`config.mk`:
```
export PLATFORM = sky130hd
export DESIGN_NAME = relative_difference_norm_unit
export DESIGN_NICKNAME = d
export VERILOG_FILES = /design/src/rdn_pkg.sv /design/src/relative_difference_norm_unit.sv /design/src/rdn_front.sv /design/src/rdn_fifo.sv /design/src/rdn_isqrt.sv /design/src/rdn_div.sv /design/src/rdn_back.sv
export SDC_FILE = /design/constraint.sdc
export NUM_CORES = 2
export LEC_CHECK = 0
export BUFFER_PORTS_ARGS = -buffer_cell sky130_fd_sc_hd__buf_2
export CAP_MARGIN = 20
export CORE_MARGIN = 3
export CORE_UTILIZATION = 50
export CTS_CLUSTER_DIAMETER = 100
export DETAILED_ROUTE_END_ITERATION = 6
export HOLD_SLACK_MARGIN = 0.02
export PLACE_DENSITY = 0.67
export SETUP_SLACK_MARGIN = 0.02
export SYNTH_ARGS = -nofsm -noshare
export SYNTH_HDL_FRONTEND = slang
export SYNTH_SLANG_ARGS = --single-unit
export TNS_END_PERCENT = 50
```
`constraint.sdc`:
```
create_clock -name clk -period 14.5 [get_ports clk]
set_input_delay 1.45 -clock clk [delete_from_list [all_inputs] [get_ports clk]]
set_output_delay 1.45 -clock clk [all_outputs]
set_load 0.005 [all_outputs]
```
`src/rdn_pkg.sv`:
```
// Shared types and constants of the relative difference norm unit.
package rdn_pkg;

  localparam int unsigned RDN_QUEUE_DEPTH = 2;
  localparam logic [63:0] ONE_Q12         = 64'd4096;
  localparam logic [47:0] OUT_MAX         = 48'hFFFF_FFFF_FFFF;

  typedef enum logic [1:0] {
    KIND_INF  = 2'd0,
    KIND_L1   = 2'd1,
    KIND_L2   = 2'd2,
    KIND_NONE = 2'd3
  } norm_kind_t;

  typedef struct packed {
    logic signed [23:0] a_value;
    logic signed [23:0] b_value;
    logic               last;
  } in_item_t;

  typedef struct packed {
    logic [47:0] norm_value;
    logic        was_relative;
    logic        saturated;
  } out_item_t;

  // One finished vector on its way from the accumulators to the finisher.
  typedef struct packed {
    logic [63:0] diff_acc;
    logic [63:0] ref_acc;
    logic        overflow;
    norm_kind_t  kind;
  } job_t;

  typedef enum logic [2:0] {
    B_IDLE,
    B_ROOT_D,
    B_ROOT_R,
    B_CHECK,
    B_DIV,
    B_HOLD
  } back_state_t;

endpackage

```
`src/relative_difference_norm_unit.sv`:
```
// Top level of the relative difference norm unit.
//
// Usage:
//   Write cfg_wdata with cfg_we high to pick the norm (0 infinity, 1 L1,
//   2 L2, 3 gives a zero result); write only between vectors.
//   Stream element pairs on the in_ channel (valid/ready). The pair with
//   last set closes a vector and produces exactly one item on the out_
//   channel; other pairs produce nothing.
// Throughput: the front end takes one pair per cycle. It stalls only when
//   a closing pair arrives while the queue already holds QUEUE_DEPTH
//   finished vectors.
// Path per vector, from the accepted last pair to out_valid: the front-end
//   stage register, the queue, the check state, the bit-serial divider when
//   the reference norm is above one, the hold state and the output register;
//   L2 first takes two square roots, one after the other on a single root
//   unit.
//   The back end finishes one vector at a time, so its time per vector also
//   bounds how often vectors can close without filling the queue.
// Reset (rst_n low, synchronous): clears accumulators, queue, back-end
//   state and the output valid; the norm kind returns to infinity.
// Stall: a result waits in the output register while out_ready is low;
//   the back end holds its next result and the queue absorbs more vectors.
module relative_difference_norm_unit import rdn_pkg::*; #(
  parameter int unsigned QUEUE_DEPTH = RDN_QUEUE_DEPTH
) (
  input  logic       clk,
  input  logic       rst_n,
  input  logic       cfg_we,
  input  logic [1:0] cfg_wdata,
  input  logic       in_valid,
  output logic       in_ready,
  input  in_item_t   in_item,
  output logic       out_valid,
  input  logic       out_ready,
  output out_item_t  out_item
);

  // Front to queue.
  logic job_in_valid;
  logic job_in_ready;
  job_t job_in;

  // Queue to back.
  logic job_out_valid;
  logic job_out_pop;
  job_t job_out;

  // Accumulate magnitudes, maxima or squares per pair.
  rdn_front u_front (
    .clk       (clk),
    .rst_n     (rst_n),
    .cfg_we    (cfg_we),
    .cfg_wdata (cfg_wdata),
    .in_valid  (in_valid),
    .in_ready  (in_ready),
    .in_item   (in_item),
    .job_valid (job_in_valid),
    .job_ready (job_in_ready),
    .job       (job_in)
  );

  // Hold closed vectors until the back end is free.
  rdn_fifo #(
    .DEPTH (QUEUE_DEPTH)
  ) u_fifo (
    .clk        (clk),
    .rst_n      (rst_n),
    .push_valid (job_in_valid),
    .push_ready (job_in_ready),
    .push_data  (job_in),
    .pop_valid  (job_out_valid),
    .pop_ready  (job_out_pop),
    .pop_data   (job_out)
  );

  // Take roots, divide and drive the result register.
  rdn_back u_back (
    .clk       (clk),
    .rst_n     (rst_n),
    .job_valid (job_out_valid),
    .job_pop   (job_out_pop),
    .job       (job_out),
    .out_valid (out_valid),
    .out_ready (out_ready),
    .out_item  (out_item)
  );

endmodule

```
`src/rdn_front.sv`:
```
// Front end: accepts element pairs, forms magnitudes or squares and accumulates them or keeps their maxima.
module rdn_front import rdn_pkg::*; (
  input  logic       clk,
  input  logic       rst_n,
  input  logic       cfg_we,
  input  logic [1:0] cfg_wdata,
  input  logic       in_valid,
  output logic       in_ready,
  input  in_item_t   in_item,
  output logic       job_valid,
  input  logic       job_ready,
  output job_t       job
);

  norm_kind_t kind_r;

  logic        s1_valid_r;
  logic        s1_last_r;
  norm_kind_t  s1_kind_r;
  logic [47:0] s1_vd_r;
  logic [47:0] s1_vr_r;

  logic [63:0] acc_d_r, acc_d_nxt;
  logic [63:0] acc_r_r, acc_r_nxt;
  logic        ovf_r, ovf_nxt;

  logic signed [24:0] diff;
  logic signed [24:0] a_ext;
  logic [23:0]        dm;
  logic [23:0]        am;
  logic [47:0]        dsq;
  logic [47:0]        asq;
  logic               advance;
  logic [64:0]        sum_d;
  logic [64:0]        sum_r;

  assign a_ext = {in_item.a_value[23], in_item.a_value};
  assign diff  = a_ext - {in_item.b_value[23], in_item.b_value};
  assign dm    = diff[24] ? 24'(-diff) : diff[23:0];
  assign am    = a_ext[24] ? 24'(-a_ext) : a_ext[23:0];
  assign dsq   = {24'd0, dm} * {24'd0, dm};
  assign asq   = {24'd0, am} * {24'd0, am};

  assign advance  = s1_valid_r && (!s1_last_r || job_ready);
  assign in_ready = !s1_valid_r || advance;

  always_ff @(posedge clk) begin
    if (!rst_n) begin
      kind_r <= KIND_INF;
    end else if (cfg_we) begin
      kind_r <= norm_kind_t'(cfg_wdata);
    end
  end

  always_ff @(posedge clk) begin
    if (!rst_n) begin
      s1_valid_r <= 1'b0;
    end else if (in_ready) begin
      s1_valid_r <= in_valid;
    end
  end

  always_ff @(posedge clk) begin
    if (in_valid && in_ready) begin
      s1_last_r <= in_item.last;
      s1_kind_r <= kind_r;
      s1_vd_r   <= (kind_r == KIND_L2) ? dsq : {24'd0, dm};
      s1_vr_r   <= (kind_r == KIND_L2) ? asq : {24'd0, am};
    end
  end

  assign sum_d = {1'b0, acc_d_r} + {17'd0, s1_vd_r};
  assign sum_r = {1'b0, acc_r_r} + {17'd0, s1_vr_r};

  always_comb begin
    acc_d_nxt = acc_d_r;
    acc_r_nxt = acc_r_r;
    ovf_nxt   = ovf_r;
    case (s1_kind_r)
      KIND_INF: begin
        if ({16'd0, s1_vd_r} > acc_d_r) acc_d_nxt = {16'd0, s1_vd_r};
        if ({16'd0, s1_vr_r} > acc_r_r) acc_r_nxt = {16'd0, s1_vr_r};
      end
      KIND_L1, KIND_L2: begin
        acc_d_nxt = sum_d[64] ? {64{1'b1}} : sum_d[63:0];
        acc_r_nxt = sum_r[64] ? {64{1'b1}} : sum_r[63:0];
        ovf_nxt   = ovf_r | sum_d[64] | sum_r[64];
      end
      default: begin
      end
    endcase
  end

  assign job_valid     = s1_valid_r && s1_last_r;
  assign job.diff_acc  = acc_d_nxt;
  assign job.ref_acc   = acc_r_nxt;
  assign job.overflow  = ovf_nxt;
  assign job.kind      = s1_kind_r;

  always_ff @(posedge clk) begin
    if (!rst_n) begin
      acc_d_r <= '0;
      acc_r_r <= '0;
      ovf_r   <= 1'b0;
    end else if (advance) begin
      // Clear on the last element so the next vector starts from zero.
      acc_d_r <= s1_last_r ? '0 : acc_d_nxt;
      acc_r_r <= s1_last_r ? '0 : acc_r_nxt;
      ovf_r   <= s1_last_r ? 1'b0 : ovf_nxt;
    end
  end

endmodule

```
`src/rdn_fifo.sv`:
```
// Short queue of finished accumulator pairs between front and back.
module rdn_fifo import rdn_pkg::*; #(
  parameter int unsigned DEPTH = RDN_QUEUE_DEPTH
) (
  input  logic clk,
  input  logic rst_n,
  input  logic push_valid,
  output logic push_ready,
  input  job_t push_data,
  output logic pop_valid,
  input  logic pop_ready,
  output job_t pop_data
);

  localparam int unsigned PTR_W = (DEPTH > 1) ? $clog2(DEPTH) : 1;
  localparam int unsigned CNT_W = $clog2(DEPTH + 1);

  job_t             mem [DEPTH];
  logic [PTR_W-1:0] wptr_r;
  logic [PTR_W-1:0] rptr_r;
  logic [CNT_W-1:0] count_r;
  logic             push;
  logic             pop;

  assign push_ready = count_r != CNT_W'(DEPTH);
  assign pop_valid  = count_r != '0;
  assign push       = push_valid && push_ready;
  assign pop        = pop_valid && pop_ready;
  assign pop_data   = mem[rptr_r];

  always_ff @(posedge clk) begin
    if (push) begin
      mem[wptr_r] <= push_data;
    end
  end

  always_ff @(posedge clk) begin
    if (!rst_n) begin
      wptr_r  <= '0;
      rptr_r  <= '0;
      count_r <= '0;
    end else begin
      if (push) begin
        wptr_r <= (wptr_r == PTR_W'(DEPTH - 1)) ? '0 : wptr_r + 1'b1;
      end
      if (pop) begin
        rptr_r <= (rptr_r == PTR_W'(DEPTH - 1)) ? '0 : rptr_r + 1'b1;
      end
      count_r <= count_r + CNT_W'(push) - CNT_W'(pop);
    end
  end

  a_count_bounded: assert property (@(posedge clk) disable iff (!rst_n)
    count_r <= CNT_W'(DEPTH))
    else $error("queue count beyond depth");

endmodule

```
`src/rdn_isqrt.sv`:
```
// Iterative floor square root of a 64-bit value, two radicand bits per cycle.
module rdn_isqrt (
  input  logic        clk,
  input  logic        rst_n,
  input  logic        start,
  input  logic [63:0] operand,
  output logic        done,
  output logic [31:0] root
);

  localparam int unsigned STEPS = 32;
  localparam int unsigned CNT_W = $clog2(STEPS);

  logic             busy_r;
  logic             done_r;
  logic [CNT_W-1:0] cnt_r;
  logic [63:0]      x_r;
  logic [33:0]      rem_r;
  logic [31:0]      root_r;

  logic [35:0] rem_sh;
  logic [35:0] trial;
  logic        fits;

  assign rem_sh = {rem_r, x_r[63:62]};
  assign trial  = {2'b00, root_r, 2'b01};
  assign fits   = rem_sh >= trial;

  always_ff @(posedge clk) begin
    if (!rst_n) begin
      busy_r <= 1'b0;
      done_r <= 1'b0;
      cnt_r  <= '0;
    end else begin
      done_r <= 1'b0;
      if (start) begin
        busy_r <= 1'b1;
        cnt_r  <= '0;
      end else if (busy_r) begin
        cnt_r <= cnt_r + 1'b1;
        if (cnt_r == CNT_W'(STEPS - 1)) begin
          busy_r <= 1'b0;
          done_r <= 1'b1;
        end
      end
    end
  end

  always_ff @(posedge clk) begin
    if (start) begin
      x_r    <= operand;
      rem_r  <= '0;
      root_r <= '0;
    end else if (busy_r) begin
      x_r    <= {x_r[61:0], 2'b00};
      rem_r  <= fits ? 34'(rem_sh - trial) : rem_sh[33:0];
      root_r <= {root_r[30:0], fits};
    end
  end

  assign done = done_r;
  assign root = root_r;

endmodule

```
`src/rdn_div.sv`:
```
// Restoring divider: floor(num * 4096 / den), one quotient bit per cycle, saturated to 48 bits.
module rdn_div import rdn_pkg::*; (
  input  logic        clk,
  input  logic        rst_n,
  input  logic        start,
  input  logic [63:0] num,
  input  logic [63:0] den,
  output logic        done,
  output logic [47:0] quotient,
  output logic        overflow
);

  localparam int unsigned STEPS = 76;
  localparam int unsigned CNT_W = $clog2(STEPS);

  logic             busy_r;
  logic             done_r;
  logic [CNT_W-1:0] cnt_r;
  logic [75:0]      dvd_r;
  logic [75:0]      q_r;
  logic [63:0]      rem_r;
  logic [63:0]      den_r;

  logic [64:0] rem_sh;
  logic        fits;

  assign rem_sh = {rem_r, dvd_r[75]};
  assign fits   = rem_sh >= {1'b0, den_r};

  always_ff @(posedge clk) begin
    if (!rst_n) begin
      busy_r <= 1'b0;
      done_r <= 1'b0;
      cnt_r  <= '0;
    end else begin
      done_r <= 1'b0;
      if (start) begin
        busy_r <= 1'b1;
        cnt_r  <= '0;
      end else if (busy_r) begin
        cnt_r <= cnt_r + 1'b1;
        if (cnt_r == CNT_W'(STEPS - 1)) begin
          busy_r <= 1'b0;
          done_r <= 1'b1;
        end
      end
    end
  end

  always_ff @(posedge clk) begin
    if (start) begin
      dvd_r <= {num, 12'd0};
      den_r <= den;
      rem_r <= '0;
      q_r   <= '0;
    end else if (busy_r) begin
      dvd_r <= {dvd_r[74:0], 1'b0};
      rem_r <= fits ? 64'(rem_sh - {1'b0, den_r}) : rem_sh[63:0];
      q_r   <= {q_r[74:0], fits};
    end
  end

  assign done     = done_r;
  assign overflow = |q_r[75:48];
  assign quotient = overflow ? OUT_MAX : q_r[47:0];

endmodule

```
`src/rdn_back.sv`:
```
// Back end: takes roots for L2, divides by the reference norm when it is above one and holds the result.
module rdn_back import rdn_pkg::*; (
  input  logic      clk,
  input  logic      rst_n,
  input  logic      job_valid,
  output logic      job_pop,
  input  job_t      job,
  output logic      out_valid,
  input  logic      out_ready,
  output out_item_t out_item
);

  back_state_t state_r, state_nxt;
  logic [63:0] num_r, num_nxt;
  logic [63:0] den_r, den_nxt;
  logic        ovf_r, ovf_nxt;
  logic [47:0] res_r, res_nxt;
  logic        rel_r, rel_nxt;
  logic        sat_r, sat_nxt;
  logic        out_valid_r, out_valid_nxt;
  out_item_t   out_item_r, out_item_nxt;

  logic        sq_start;
  logic [63:0] sq_operand;
  logic        sq_done;
  logic [31:0] sq_root;
  logic        dv_start;
  logic        dv_done;
  logic [47:0] dv_q;
  logic        dv_ovf;

  rdn_isqrt u_isqrt (
    .clk     (clk),
    .rst_n   (rst_n),
    .start   (sq_start),
    .operand (sq_operand),
    .done    (sq_done),
    .root    (sq_root)
  );

  rdn_div u_div (
    .clk      (clk),
    .rst_n    (rst_n),
    .start    (dv_start),
    .num      (num_r),
    .den      (den_r),
    .done     (dv_done),
    .quotient (dv_q),
    .overflow (dv_ovf)
  );

  always_ff @(posedge clk) begin
    if (!rst_n) begin
      state_r     <= B_IDLE;
      out_valid_r <= 1'b0;
    end else begin
      state_r     <= state_nxt;
      out_valid_r <= out_valid_nxt;
    end
  end

  always_ff @(posedge clk) begin
    num_r      <= num_nxt;
    den_r      <= den_nxt;
    ovf_r      <= ovf_nxt;
    res_r      <= res_nxt;
    rel_r      <= rel_nxt;
    sat_r      <= sat_nxt;
    out_item_r <= out_item_nxt;
  end

  always_comb begin
    state_nxt     = state_r;
    num_nxt       = num_r;
    den_nxt       = den_r;
    ovf_nxt       = ovf_r;
    res_nxt       = res_r;
    rel_nxt       = rel_r;
    sat_nxt       = sat_r;
    out_valid_nxt = out_valid_r && !out_ready;
    out_item_nxt  = out_item_r;
    job_pop       = 1'b0;
    sq_start      = 1'b0;
    sq_operand    = job.diff_acc;
    dv_start      = 1'b0;
    case (state_r)
      B_IDLE: begin
        if (job_valid) begin
          job_pop = 1'b1;
          num_nxt = job.diff_acc;
          den_nxt = job.ref_acc;
          ovf_nxt = job.overflow;
          if (job.kind == KIND_L2) begin
            sq_start  = 1'b1;
            state_nxt = B_ROOT_D;
          end else begin
            state_nxt = B_CHECK;
          end
        end
      end
      B_ROOT_D: begin
        sq_operand = den_r;
        if (sq_done) begin
          num_nxt   = {32'd0, sq_root};
          sq_start  = 1'b1;
          state_nxt = B_ROOT_R;
        end
      end
      B_ROOT_R: begin
        if (sq_done) begin
          den_nxt   = {32'd0, sq_root};
          state_nxt = B_CHECK;
        end
      end
      B_CHECK: begin
        if (den_r > ONE_Q12) begin
          dv_start  = 1'b1;
          state_nxt = B_DIV;
        end else begin
          res_nxt   = (|num_r[63:48]) ? OUT_MAX : num_r[47:0];
          sat_nxt   = ovf_r | (|num_r[63:48]);
          rel_nxt   = 1'b0;
          state_nxt = B_HOLD;
        end
      end
      B_DIV: begin
        if (dv_done) begin
          res_nxt   = dv_q;
          sat_nxt   = ovf_r | dv_ovf;
          rel_nxt   = 1'b1;
          state_nxt = B_HOLD;
        end
      end
      B_HOLD: begin
        if (!out_valid_r || out_ready) begin
          out_valid_nxt             = 1'b1;
          out_item_nxt.norm_value   = res_r;
          out_item_nxt.was_relative = rel_r;
          out_item_nxt.saturated    = sat_r;
          state_nxt                 = B_IDLE;
        end
      end
      default: begin
        state_nxt = B_IDLE;
      end
    endcase
  end

  assign out_valid = out_valid_r;
  assign out_item  = out_item_r;

  a_root_in_root_state: assert property (@(posedge clk) disable iff (!rst_n)
    sq_done |-> (state_r == B_ROOT_D || state_r == B_ROOT_R))
    else $error("square root finished outside a root state");

  a_div_in_div_state: assert property (@(posedge clk) disable iff (!rst_n)
    dv_done |-> state_r == B_DIV)
    else $error("divider finished outside the divide state");

  a_relative_needs_big_ref: assert property (@(posedge clk) disable iff (!rst_n)
    (state_r == B_HOLD && rel_r) |-> den_r > ONE_Q12)
    else $error("relative result with reference norm not above one");

endmodule
```
### Yosys cells after proc, flatten, opt, wreduce, memory -nomap -nowiden

Memories as Yosys holds them, arrays and structs flattened. A register that Yosys moved wholly into a read port is not among the register bits.
Index checks and enable logic that the tools add are counted.
W data, S select, Z words.

* $add $sub $neg: 13
* $mul: 2
* magnitude comparators: 5
* eq/ne operators: 18
* muxes and demuxes: 69
* bitwise logic cells: 7
* reduce and logical (&&, ||, !) cells: 34

Operator list (number)
* $mux W64: 13
* $pmux W64 S2: 4
* $mux W48: 4
* $mux W76: 2
* $add A64 B48 Y65: 2
* $gt A48 B64 Y1: 2
* $mul A24 B24 Y48: 2
* $mux W24: 4
* $pmux W48 S2: 1
* $ge A65 B64 Y1: 1
* $gt A64 B13 Y1 const B: 1
* $sub A64 B64 Y64: 1
* $neg A24 Y24: 2
* $ge A36 B34 Y1: 1
* $mux W34: 1
* $sub A34 B34 Y34: 1
* $mux W1: 30
* $reduce_or A28 Y1: 1
* $sub A24 B24 Y25: 1
* $pmux W3 S6: 1
* $reduce_or A16 Y1: 1
* $mux W3: 5
* $ne A2 B2 Y1 const B: 6
* $reduce_bool A2 Y1: 6
* 27 further kinds: 55

* bits in registers: 882
* RAM bits: 262
* bits of input ports: 56
* memories: 1

Memory list
* u_fifo.mem: words 2, width 131, rd ports 1, clocked after Yosys merged registers in 1, wr ports 1, line rdn_fifo.sv:18 `job_t mem [DEPTH];`

### Longest topological paths before layout

* depth after elaboration: 6
* mapped depth: 46
* gate-level depth less buffers: 43

### Hierarchy

A second synthesis with hierarchy kept.

* cell total of the unflattened synthesis: 9630
* area total of the unflattened synthesis: 94976.1 um2

By module, submodules not included
* rdn_front: instances 1, cells an instance 6223, area an instance 52650.5 um2
* rdn_div: instances 1, cells an instance 1558, area an instance 14954.3 um2
* rdn_fifo: instances 1, cells an instance 437, area an instance 10090.9 um2
* rdn_back: instances 1, cells an instance 681, area an instance 9630.5 um2
* rdn_isqrt: instances 1, cells an instance 731, area an instance 7649.8 um2

### Worst setup path after synthesis

Ideal clock, no wire load.

* path kind: input to register
* from: in in_item[25] in the netlist's numbering
* to: reg u_front.s1_vd_r[42] (data pin)
* library setup time: 266 ps
* arrival: 11216 ps
* required time: 14234 ps
* path slack: 3018 ps
* stages on the path: 42
* path through: inv_1 -> clkbuf_1 -> ha_1 -> fa_1 -> nand2b_1 -> a21oi_1 -> a2111o_1 -> a211oi_2 -> o21ai_1 -> a211oi_1 -> o21bai_1 -> o21a_1 -> or2_2 -> xnor2_1 -> inv_1 -> clkbuf_1 -> nand2_1 -> inv_1 -> (+6 left out) -> fa_1 -> inv_1 -> fa_1 -> inv_1 -> fa_1 -> ha_1 -> a21oi_1 -> a21boi_0 -> o21ai_0 -> a22oi_1 -> a41o_1 -> a311o_1 -> a21oi_1 -> nor3_1 -> nor3_1 -> o31ai_1 -> xnor2_1 -> nor2_1

* longest elaborated chain between the ends: 4

RTL lines
* from (decl): line relative_difference_norm_unit.sv:32 `input in_item_t in_item,`
* $sub A24 B24 Y25 *: line rdn_front.sv:38 `assign diff = a_ext - {in_item.b_value[23], in_item.b_value};`
* $neg A24 Y24: line rdn_front.sv:39 `assign dm = diff[24] ? 24'(-diff) : diff[23:0];`
* $mux W24 *: line rdn_front.sv:39
* $mul A24 B24 Y48 *: line rdn_front.sv:41 `assign dsq = {24'd0, dm} * {24'd0, dm};`
* to (signal assigned): line rdn_front.sv:67 `s1_vd_r <= (kind_r == KIND_L2) ? dsq : {24'd0, dm};`
* to (decl): line rdn_front.sv:20 `logic [47:0] s1_vd_r;`

Mark *: on every way between the ends. The rest lies on a longest branch, timed or not.
A chain may end at the register's enable or synchronous reset.

### Worst setup path after layout

Same ends and word-level chain as after synthesis.

==> flow_metrics.tcl <==
set metrics [dict create \
    reg2reg_slack_ns 8.30 \
    final_common_cell "inv_1" \
    slew-limit-headroom 0.2082 \
    synth_cells 9675 \
    hold_violations 0 \
    dp.cells 11930 \
    die_area_um2 191400 \
    drive_gt1_frac 0.06320 \
    max_freq_mhz 79.30 \
    ys.flop_type "edfxtp_1" \
    worstHoldPathCells 0 \
    wire_per_inst_um 21.60 \
    startpoint_type "primary input" \
    ant_nets 0 \
    worst_pin_slew_ns 1.175 \
    use_met1 0.3665 \
    finalMaxSlewViolations 0 \
    final_cells 12150 \
    skew_ns 0.03196 \
    detailed_place_hpwl_mm 201.1 \
    cts_buffer_depth 3 \
    die_h_um 437.5 \
    outcome "finished clean" \
    avgSynthCellArea_um2 9.624 \
    slowest_stage "xor2_1" \
    synth_top_area_share 0.2522 \
    min_path_type "flop to flop" \
    path_class "primary input to flop" \
    rsz0062_at_grt "false" \
    synthDistinctLibCells 96 \
    critPathArrivalTime_ns 13.07 \
    syn_area_um2 93110 \
    worst_path_most_repeated_cell "fa_1" \
    max-cap-violations 0 \
    synth_edf_count 782 \
    grt_max_degree 124 \
    busiest_layer "met2" \
    reg2reg_to "u_fifo.mem[0][89]" \
    port_buffers 107 \
    drt-initial-drc-count 5996 \
    cp_max_fo 13 \
    post-route-drc-count 0 \
    synth_seq_area_share 0.3302 \
    clock_sinks 1145 \
    required_ns 14.96 \
    grt_pass1_vias 70500 \
    ctsResizeCount 0 \
    final_cell_mix "inv_1, nor2_1, fa_1, edfxtp_1, nand2_1" \
    ys_ff_latch 1145 \
    grt_pass1_wl_mm 409.2 \
    slowest_delay_ns 0.72 \
    cts_tree "done" \
    antenna_found_initial 9 \
    routed_wl_mm 262.5 \
    grt-ovfl-total 0 \
    fin_crit_sh 0.8697 \
    core_area_um2 184100 \
    die_w_um 437.5 \
    post-cts-setup-buffers 0 \
    viasPerCell 5.741 \
    vias 69770 \
    clk_root_buffer_cell "clkbuf_16" \
    worst_slack_ns 1.889 \
    reg2reg_from "u_front.s1_vd_r[0]" \
    clk_pin_slew_ns 0.06 \
    use_met2 0.4502 \
    yosys.area.top_type "edfxtp_1" \
    holdPathEnd "u_back.out_item[32]" \
    place_ws_ns 1.254 \
    cts_hold_buf 0 \
    rr_worst_depth 17 \
    initial_core_util 0.5059 \
    nNetsFinal 11150 \
    finalSetupViolCount 0 \
    firstDrtPassIters 6 \
    finalSetupTns_ns 0 \
    clk_latency_ns 0.75 \
    end_kind "flop" \
    area_delta_synth_final_pct 7.881 \
    synth_warnings 0 \
    grt_util_met3 0.03406 \
    place.gp.congestion 0.9422 \
    worstHoldStart "u_back.res_r[30]" \
    num_rows 157 \
    ios 108 \
    final_core_util 0.5458 \
    htree_num_levels 3 \
    postSynth.asyncResetShare 0 \
    grt_usage 0.2724 \
    numCtsBuffers 114 \
    synthTopCellsByArea "edfxtp_1, fa_1, ha_1" \
    fin_crit_ns 12.61 \
]
==> state kept, by name, summed over array words and instances (netlist names), 3 cells and up, named ones only <==
signal and count:
u_front.s1_vr_r 48, u_back.num_r 64, u_back.out_item 50, u_front.acc_d_r 64, u_front.acc_r_r 64, u_front.s1_vd_r 48, u_back.den_r 64, u_back.u_div.rem_r 64
u_back.u_isqrt.x_r 64, u_fifo.mem 262, u_back.res_r 48, u_back.u_div.cnt_r 7, u_back.u_div.den_r 64, u_back.u_div.dvd_r 64, u_back.u_div.q_r 76, u_back.u_isqrt.root 32
u_back.u_isqrt.rem_r 34, u_back.u_isqrt.cnt_r 5, u_back.state_r 3
==> layout make-up <==
type,count,area (µm²)
Clock inverter,84,1180
Multi-Input combinational cell,6710,55790
Inverter,1385,5199
Clock buffer,133,2975
Tap cell,2464,3083
Antenna cell,6,15.01
Sequential cell,1145,30760
Fill cell,16330,83610
Timing Repair Buffer,227,1449
==> per-stage QoR <==
step           hold WS (ns)  area (µm²)
3_3_place_gp         0.4026       96270
5_1_grt              0.4246      100400
2_1_floorplan        0.4003       93170
4_1_cts              0.4195      100400
3_5_place_dp         0.4045       96280
6_report             0.4156      100500
==> worst max-delay path, delay by kind of cell <==
family,cells,cell delay [ns]
xor gates and xnor gates,2,0.87
adders and majority gates,10,4.29
and+or+nand+nor,5,1.04
AOI/OAI and AO/OA,16,3.94
buffers and inverters,9,1.46
==> worst max path at each step <==
stage / slack, ns / start / end
floorplan: 3.02 / in_item[25] / u_front.s1_vd_r[42]
global placement: 1.55 / in_item[25] / u_front.s1_vd_r[47]
detailed placement: 1.25 / in_item[25] / u_front.s1_vd_r[42]
CTS: 2.03 / in_item[25] / u_front.s1_vd_r[42]
global route: 1.09 / in_item[25] / u_front.s1_vd_r[42]
finish: 1.89 / in_item[25] / u_front.s1_vd_r[42]
==> layer usage <==
layer | wire length, µm | vias up
li1 | - | 32440
met3 | 16890 | 445
met1 | 111400 | 34430
met2 | 123800 | 2459
met5 | 0 | -
met4 | 10460 | 0
==> cell families after synthesis <==
group | synth area share
adders and majority gates | 0.2709
muxes | 0.03678
xor gates and xnor gates | 0.03123
AOI/OAI and AO/OA | 0.1361
DFF | 0.3302
and+or+nand+nor | 0.1203
buffers and inverters | 0.07438
other | 0.00008065
==> synth_stat cells, types with 48 or more instances <==
master / count
o21ai_0: 472
a21boi_0: 55
mux2_2: 65
xnor2_1: 213
mux2i_1: 269
nand2_1: 745
a211oi_1: 55
nand3_1: 135
edfxtp_1: 782
xor2_1: 119
dfxtp_1: 363
nor2b_1: 64
o31ai_1: 49
nor3_1: 106
inv_1: 1370
a21o_1: 220
nand2b_1: 79
o211ai_1: 48
nand4_1: 89
a22oi_1: 74
a21oi_1: 571
fa_1: 848
nor2_1: 1036
nor4_1: 67
clkbuf_1: 390
o21bai_1: 85
ha_1: 659
a22o_1: 52
Power is not shown: default switching activity piles up to over one toggle a cycle in this logic, so the estimate is an artifact.
